**src/design/obs_pkg.sv**
```systemverilog
// Package for the offset bitmap set: operation codes, word types and defaults.
// Used by obs_step, offset_bitmap_set_core, obs_set_checker and tb_top; depends on nothing else.
`default_nettype none

package obs_pkg;

  // Default size of the presence window in bits.
  localparam int unsigned WindowBitsDefault = 64;

  // Width of the member count field in a result word.
  localparam int unsigned CountW = 7;

  localparam logic [1:0] OP_ADD    = 2'd0;
  localparam logic [1:0] OP_REMOVE = 2'd1;
  localparam logic [1:0] OP_SEARCH = 2'd2;

  typedef struct packed {
    logic [1:0]         operation;
    logic signed [31:0] element;
  } in_word_t;

  typedef struct packed {
    logic              ok;
    logic              no_room;
    logic [CountW-1:0] member_count;
    logic              is_empty;
  } out_word_t;

endpackage

`default_nettype wire

```
**src/design/offset_bitmap_set_core.sv**
```systemverilog
// Top level of the offset bitmap set: input register, state and result register.
// Depends on obs_pkg and obs_step.
`default_nettype none

// A set of signed 32-bit integers kept as a presence bitmap of WindowBits bits
// placed at a base value, set by the first element ever added and moved down to
// a lower added element when all members still fit. Each input word is an add,
// remove or search and yields exactly one result word with the outcome, the
// member count and an empty flag. An add that neither falls in the window nor
// fits by moving the base down is refused with no_room and leaves the set
// unchanged. The block takes one word per cycle while the result side does not
// stall: a word is registered at acceptance, and once the result register is
// free or draining, a single pass of offset subtract, compare, shift and bit
// update writes both the set state and the result register. The state update
// loop closes in that pass, so the next word may use it. Reset empties the set.
module offset_bitmap_set_core import obs_pkg::*; #(
  parameter int unsigned WindowBits = WindowBitsDefault
) (
  input  logic      clk_i,
  input  logic      rst_ni,
  input  logic      in_valid_i,
  output logic      in_ready_o,
  input  in_word_t  in_word_i,
  output logic      out_valid_o,
  input  logic      out_ready_i,
  output out_word_t out_word_o
);

  localparam int unsigned IdxW = $clog2(WindowBits);
  localparam int unsigned MemW = $clog2(WindowBits + 1);

  in_word_t              in_q;
  logic                  in_valid_q;
  out_word_t             out_q;
  logic                  out_valid_q;

  logic [WindowBits-1:0] presence_q, presence_d;
  logic [31:0]           base_q, base_d;
  logic [IdxW-1:0]       top_q, top_d;
  logic [MemW-1:0]       members_q, members_d;
  logic                  started_q, started_d;
  out_word_t             result_d;

  logic                  advance;

  // A registered word moves on when the result register is free or draining.
  assign advance     = in_valid_q && (!out_valid_q || out_ready_i);
  assign in_ready_o  = !in_valid_q || advance;
  assign out_valid_o = out_valid_q;
  assign out_word_o  = out_q;

  obs_step #(
    .WindowBits(WindowBits)
  ) u_step (
    .word_i    (in_q),
    .presence_i(presence_q),
    .base_i    (base_q),
    .top_i     (top_q),
    .members_i (members_q),
    .started_i (started_q),
    .presence_o(presence_d),
    .base_o    (base_d),
    .top_o     (top_d),
    .members_o (members_d),
    .started_o (started_d),
    .result_o  (result_d)
  );

  always_ff @(posedge clk_i or negedge rst_ni) begin
    if (!rst_ni) begin
      in_valid_q <= 1'b0;
    end else if (in_ready_o) begin
      in_valid_q <= in_valid_i;
    end
  end

  always_ff @(posedge clk_i) begin
    if (in_ready_o && in_valid_i) begin
      in_q <= in_word_i;
    end
  end

  always_ff @(posedge clk_i or negedge rst_ni) begin
    if (!rst_ni) begin
      presence_q <= '0;
      base_q     <= '0;
      top_q      <= '0;
      members_q  <= '0;
      started_q  <= 1'b0;
    end else if (advance) begin
      presence_q <= presence_d;
      base_q     <= base_d;
      top_q      <= top_d;
      members_q  <= members_d;
      started_q  <= started_d;
    end
  end

  always_ff @(posedge clk_i or negedge rst_ni) begin
    if (!rst_ni) begin
      out_valid_q <= 1'b0;
    end else if (advance) begin
      out_valid_q <= 1'b1;
    end else if (out_ready_i) begin
      out_valid_q <= 1'b0;
    end
  end

  always_ff @(posedge clk_i) begin
    if (advance) begin
      out_q <= result_d;
    end
  end

  // The member count always matches the bits set in the window.
  assert property (@(posedge clk_i) disable iff (!rst_ni)
    $countones(presence_q) == 32'(members_q))
    else $error("member count disagrees with presence bitmap");

  // No bit is ever set above the highest used offset.
  assert property (@(posedge clk_i) disable iff (!rst_ni)
    (presence_q >> top_q) <= WindowBits'(1))
    else $error("presence bit set above top offset");

  // A refused add never reports success, and the empty flag follows the count.
  assert property (@(posedge clk_i) disable iff (!rst_ni)
    out_valid_q |-> (!(out_q.ok && out_q.no_room)
                     && (out_q.is_empty == (out_q.member_count == '0))))
    else $error("inconsistent result word");

  // A state change only follows a word passing through the update stage.
  assert property (@(posedge clk_i) disable iff (!rst_ni)
    !$past(advance) |-> $stable(members_q) && $stable(base_q))
    else $error("set state changed without an operation");

endmodule

`default_nettype wire

```
**src/design/obs_step.sv**
```systemverilog
// Next-state and result logic for one operation of the offset bitmap set.
// Purely combinational; uses obs_pkg for the word types and operation codes.
`default_nettype none

module obs_step import obs_pkg::*; #(
  parameter int unsigned WindowBits = WindowBitsDefault
) (
  input  in_word_t                         word_i,
  input  logic [WindowBits-1:0]            presence_i,
  input  logic [31:0]                      base_i,
  input  logic [$clog2(WindowBits)-1:0]    top_i,
  input  logic [$clog2(WindowBits+1)-1:0]  members_i,
  input  logic                             started_i,
  output logic [WindowBits-1:0]            presence_o,
  output logic [31:0]                      base_o,
  output logic [$clog2(WindowBits)-1:0]    top_o,
  output logic [$clog2(WindowBits+1)-1:0]  members_o,
  output logic                             started_o,
  output out_word_t                        result_o
);

  localparam int unsigned IdxW = $clog2(WindowBits);
  localparam int unsigned MemW = $clog2(WindowBits + 1);

  logic [32:0]           offset;
  logic [32:0]           back_dist;
  logic [33:0]           fit_sum;
  logic                  off_neg;
  logic                  in_window;
  logic                  fits_below;
  logic                  in_range;
  logic [IdxW-1:0]       idx;
  logic [IdxW-1:0]       shift;
  logic                  bit_set;
  logic                  hit;
  logic                  ok;
  logic                  no_room;

  // Offset of the element from the base, exact in 33 bits.
  assign offset     = {word_i.element[31], word_i.element} - {base_i[31], base_i};
  assign off_neg    = offset[32];
  assign back_dist  = 33'd0 - offset;
  assign in_window  = !off_neg && (offset < 33'(WindowBits));
  assign fit_sum    = {1'b0, back_dist} + 34'(top_i);
  assign fits_below = fit_sum < 34'(WindowBits);
  assign in_range   = !off_neg && (offset <= 33'(top_i));
  assign idx        = offset[IdxW-1:0];
  assign shift      = back_dist[IdxW-1:0];
  assign bit_set    = presence_i[idx];
  assign hit        = started_i && in_range && bit_set;

  always_comb begin
    presence_o = presence_i;
    base_o     = base_i;
    top_o      = top_i;
    members_o  = members_i;
    started_o  = started_i;
    ok         = 1'b0;
    no_room    = 1'b0;
    case (word_i.operation)
      OP_ADD: begin
        if (!started_i) begin
          // The first element ever added becomes the base.
          presence_o = WindowBits'(1);
          base_o     = word_i.element;
          top_o      = '0;
          members_o  = MemW'(1);
          started_o  = 1'b1;
          ok         = 1'b1;
        end else if (in_window) begin
          if (!bit_set) begin
            presence_o      = presence_i;
            presence_o[idx] = 1'b1;
            members_o       = members_i + MemW'(1);
            if (idx > top_i) begin
              top_o = idx;
            end
            ok = 1'b1;
          end
        end else if (off_neg && fits_below) begin
          // Below the base: shift the bitmap up and rebase on this element.
          presence_o = (presence_i << shift) | WindowBits'(1);
          members_o  = members_i + MemW'(1);
          top_o      = top_i + shift;
          base_o     = word_i.element;
          ok         = 1'b1;
        end else begin
          no_room = 1'b1;
        end
      end
      OP_REMOVE: begin
        if (hit) begin
          presence_o      = presence_i;
          presence_o[idx] = 1'b0;
          members_o       = members_i - MemW'(1);
          ok              = 1'b1;
        end
      end
      OP_SEARCH: begin
        ok = hit;
      end
      default: begin
      end
    endcase
  end

  assign result_o.ok           = ok;
  assign result_o.no_room      = no_room;
  assign result_o.member_count = CountW'(members_o);
  assign result_o.is_empty     = (members_o == '0);

endmodule

`default_nettype wire

```
**config.mk**
```make
export PLATFORM = sky130hd
export DESIGN_NAME = offset_bitmap_set_core
export DESIGN_NICKNAME = d
export VERILOG_FILES = /design/src/design/obs_pkg.sv /design/src/design/offset_bitmap_set_core.sv /design/src/design/obs_step.sv
export SDC_FILE = /design/constraint.sdc
export NUM_CORES = 1
export LEC_CHECK = 0
export BUFFER_PORTS_ARGS = -buffer_cell sky130_fd_sc_hd__buf_2
export CORE_MARGIN = 2
export CORE_UTILIZATION = 30
export CTS_CLUSTER_SIZE = 28
export DETAILED_ROUTE_END_ITERATION = 16
export GPL_TIMING_DRIVEN = 1
export SYNTH_ARGS = -nofsm -noshare
export SYNTH_HDL_FRONTEND = slang
export SYNTH_SLANG_ARGS = --single-unit
```
**constraint.sdc**
```tcl
create_clock -name clk_i -period 14.1 [get_ports clk_i]
set_input_delay 1.41 -clock clk_i [delete_from_list [all_inputs] [get_ports clk_i]]
set_output_delay 1.41 -clock clk_i [all_outputs]
set_load 0.01 [all_outputs]
```
==> impl_metrics.json <==
{
  "place_congestion": 0.9725,
  "vias": 17680,
  "clk_pin_slew_ns": 0.07,
  "path_depth": 22,
  "die_area_sq_um": 59210,
  "antenna_found_initial": 1,
  "ys.flop_type": "dfrtp_1",
  "hold_buffers": 0,
  "dr.pass1.iters": 6,
  "timing.slew.headroom": 0.1895,
  "worst_pin_slew_ns": 1.211,
  "syn_nets": 2308,
  "n_antenna_cell": 0,
  "finalCritPeriodShare": 0.6043,
  "cts.sink_count": 156,
  "synth_warnings": 0,
  "rsz0062_at_grt": "false",
  "synthDistinctLibCells": 107,
  "final-setup-viol-count": 0,
  "synthArstFlopShare": 0.7179,
  "io_buffer_count": 49,
  "r2r-end": "presence_q[38]",
  "cp_data_arrival_time_ns": 8.92,
  "hpwl_um": 43200,
  "syn_area_sq_um": 17180,
  "num_rows": 87,
  "nFillCells": 5970,
  "tritoncts": "built",
  "min_to": "base_q[31]",
  "crit_fanout": 74,
  "areaGrowthSynthToFinish_pct": 8.134,
  "ys_ff_latch": 156,
  "required_ns": 14.50,
  "ctsResizeCount": 0,
  "min_period_ns": 8.520,
  "fp.dieW_um": 243.3,
  "worstSkewPairLatency_ns": 0.50,
  "synth_area_leader_cell": "dfrtp_1",
  "ios": 50,
  "htree_levels": 4,
  "cts_made_buffers": 17,
  "drive_above_1_share": 0.1220,
  "ant_nets": 0,
  "core_sq_um": 56500,
  "syn_inst": 2218,
  "maxCapViolations": 0,
  "grt_pass1_wl_um": 96310,
  "postCtsSetupBuffers": 0,
  "start_util": 0.3041,
  "hold_slack_ns": 0.4928,
  "synth_edf_count": 44,
  "ys_seq_area_frac": 0.2400,
  "cts_buffer_depth": 2,
  "final_common_cell": "nand2_1",
  "fin_cells": 2920,
  "min_path_type": "register to register",
  "syn_avg_cell_area_sq_um": 7.747,
  "fin_nets": 2241,
  "remaining_drc_errors": 0,
  "critPathMaxStageDelay_ns": 0.96,
  "grt_start_max_net_pins": 75,
  "synth_top_area_share": 0.1631,
  "grt_usage": 0.2040,
  "viasPerCell": 6.055,
  "start_kind": "register",
  "drt_iter0_drc": 1939,
  "die_y_um": 243.3,
  "r2r_cells": 22,
  "timing.rr.start": "base_q[0]",
  "cp_top_family": "compound AO/OA/AOI/OAI gates",
  "hold_viol": 0,
  "dp_cells": 2888,
  "slowest_stage": "fa_1",
  "synth_area_leaders": "dfrtp_1, mux4_2, nand2_1, edfxtp_1, a21oi_1",
  "min_from": "in_q[31]",
  "fmax_mhz": 117.4,
  "r2r_slack_ns": 5.58,
  "wl_per_cell_um": 20.78,
  "hold-path-cell-count": 2,
  "cp_num_buf_inv": 3,
  "fin_tns_setup_ns": 0,
  "outcome": "finished, final reports clean",
  "crit_type": "register to register",
  "first_global_vias": 16480,
  "fin_skew_ns": 0.01479,
  "crit_path_end_kind": "register",
  "cts_root_buf": "clkbuf_16",
  "layout_common_cells": "nand2_1, a21oi_1, nor2_1, o21ai_0, o21ai_1",
  "overflow": 0,
  "maxSlewViolCount": 0,
  "path_cells": "ha_4 -> fa_1 -> nand3_1 -> a2111oi_4 -> or2_2 -> clkinv_1 -> ha_1 -> nand2_1 -> o21ai_0 -> o211ai_1 -> a21oi_1 -> nand3_1 -> o21bai_1 -> or4b_4 -> a21o_1 -> a32oi_1 -> nand4_1 -> a211o_2 -> buf_4 -> nand2b_2 -> buf_4 -> o31ai_1",
  "wirelength_um": 60670
}
registers in the layout (all words and copies together), names as in the netlist:
signal	flops
base_q	32
presence_q	64
members_q	7
top_q	6
out_valid_o	1
in_q	34
started_q	1
out_word_o	10
in_valid_q	1
layer usage:
layer	track usage	vias up	wire, um
li1	-	8152	-
met1	0.2804	8486	26340
met2	0.3149	926	27070
met3	0.04153	118	5403
met4	0.07651	0	1857
met5	0	-	0
cell families (layout without fill, tap and decap cells):
group | Yosys count | in the layout | share of synthesized area
xor+xnor | 38 | 38 | 0.02068
compound gates | 773 | 773 | 0.2898
mux | 125 | 125 | 0.1208
fa+ha+maj | 52 | 52 | 0.03874
simple gates | 837 | 837 | 0.2345
flops | 156 | 156 | 0.2400
buf+inv | 237 | 183 | 0.05549
worst register-to-register path: stages (launching register included):
cell and delay [ns]:
dfrtp_1 0.41, ha_4 0.17, fa_1 0.96, nand3_1 0.44, a2111oi_4 0.58, or2_2 0.66
clkinv_1 0.22, ha_1 0.39, nand2_1 0.07, o21ai_0 0.48, o211ai_1 0.25, a21oi_1 0.36
nand3_1 0.39, o21bai_1 0.28, or4b_4 0.52, a21o_1 0.17, a32oi_1 0.15, nand4_1 0.17
a211o_2 0.36, buf_4 0.35, nand2b_2 0.35, buf_4 0.34, o31ai_1 0.36
metrics by stage:
step	utilization	setup WS, ns	instance area (sq um)
floorplan	-	6.815	17180
global placement	0.3183	6.064	17980
detailed placement	0.3183	5.769	17980
CTS	0.3289	5.755	18580
global route	0.3289	5.149	18580
finish	0.3289	5.580	18580
synthesized netlist by cell type, types with 12 or more instances:
cell type  count
mux4_2        65
o211ai_1      25
and2_1        22
nor4_1        17
or3_1         12
nand3_1       55
edfxtp_1      44
inv_1         68
mux2i_1       51
xnor2_1       24
nand4_1       27
o21ai_1      121
and4_1        14
and3_1        24
nand2_1      370
a21oi_1      188
dfrtp_1      112
ha_1          50
clkbuf_1     125
a211oi_1      49
nor3_1        54
buf_2         27
a31oi_1       35
a21o_1        19
o21ai_0      137
nor2b_1       12
nand2b_1      18
nor2_1       154
a21boi_0      36
layout make-up:
type	instances	area [sq um]	area share
repair buffers	79	473.0	0.02545
clock inverters	15	171.4	0.009226
clock buffers	17	425.4	0.02290
flip-flops and latches	156	4124	0.2220
multi-input cells	1825	12170	0.6550
well taps	756	945.9	0.05091
inverters	72	270.3	0.01455
worst max path at each step:
stage	start	to
detailed placement	base_q[0]	presence_q[38]
global placement	in_q[0]	presence_q[38]
finish	base_q[0]	presence_q[38]
floorplan	in_q[0]	out_word_o[0]
CTS	in_q[0]	presence_q[38]
global route	in_q[0]	presence_q[38]
Power is not shown: default switching activity piles up to over one toggle a cycle in this logic, so the estimate is an artifact.
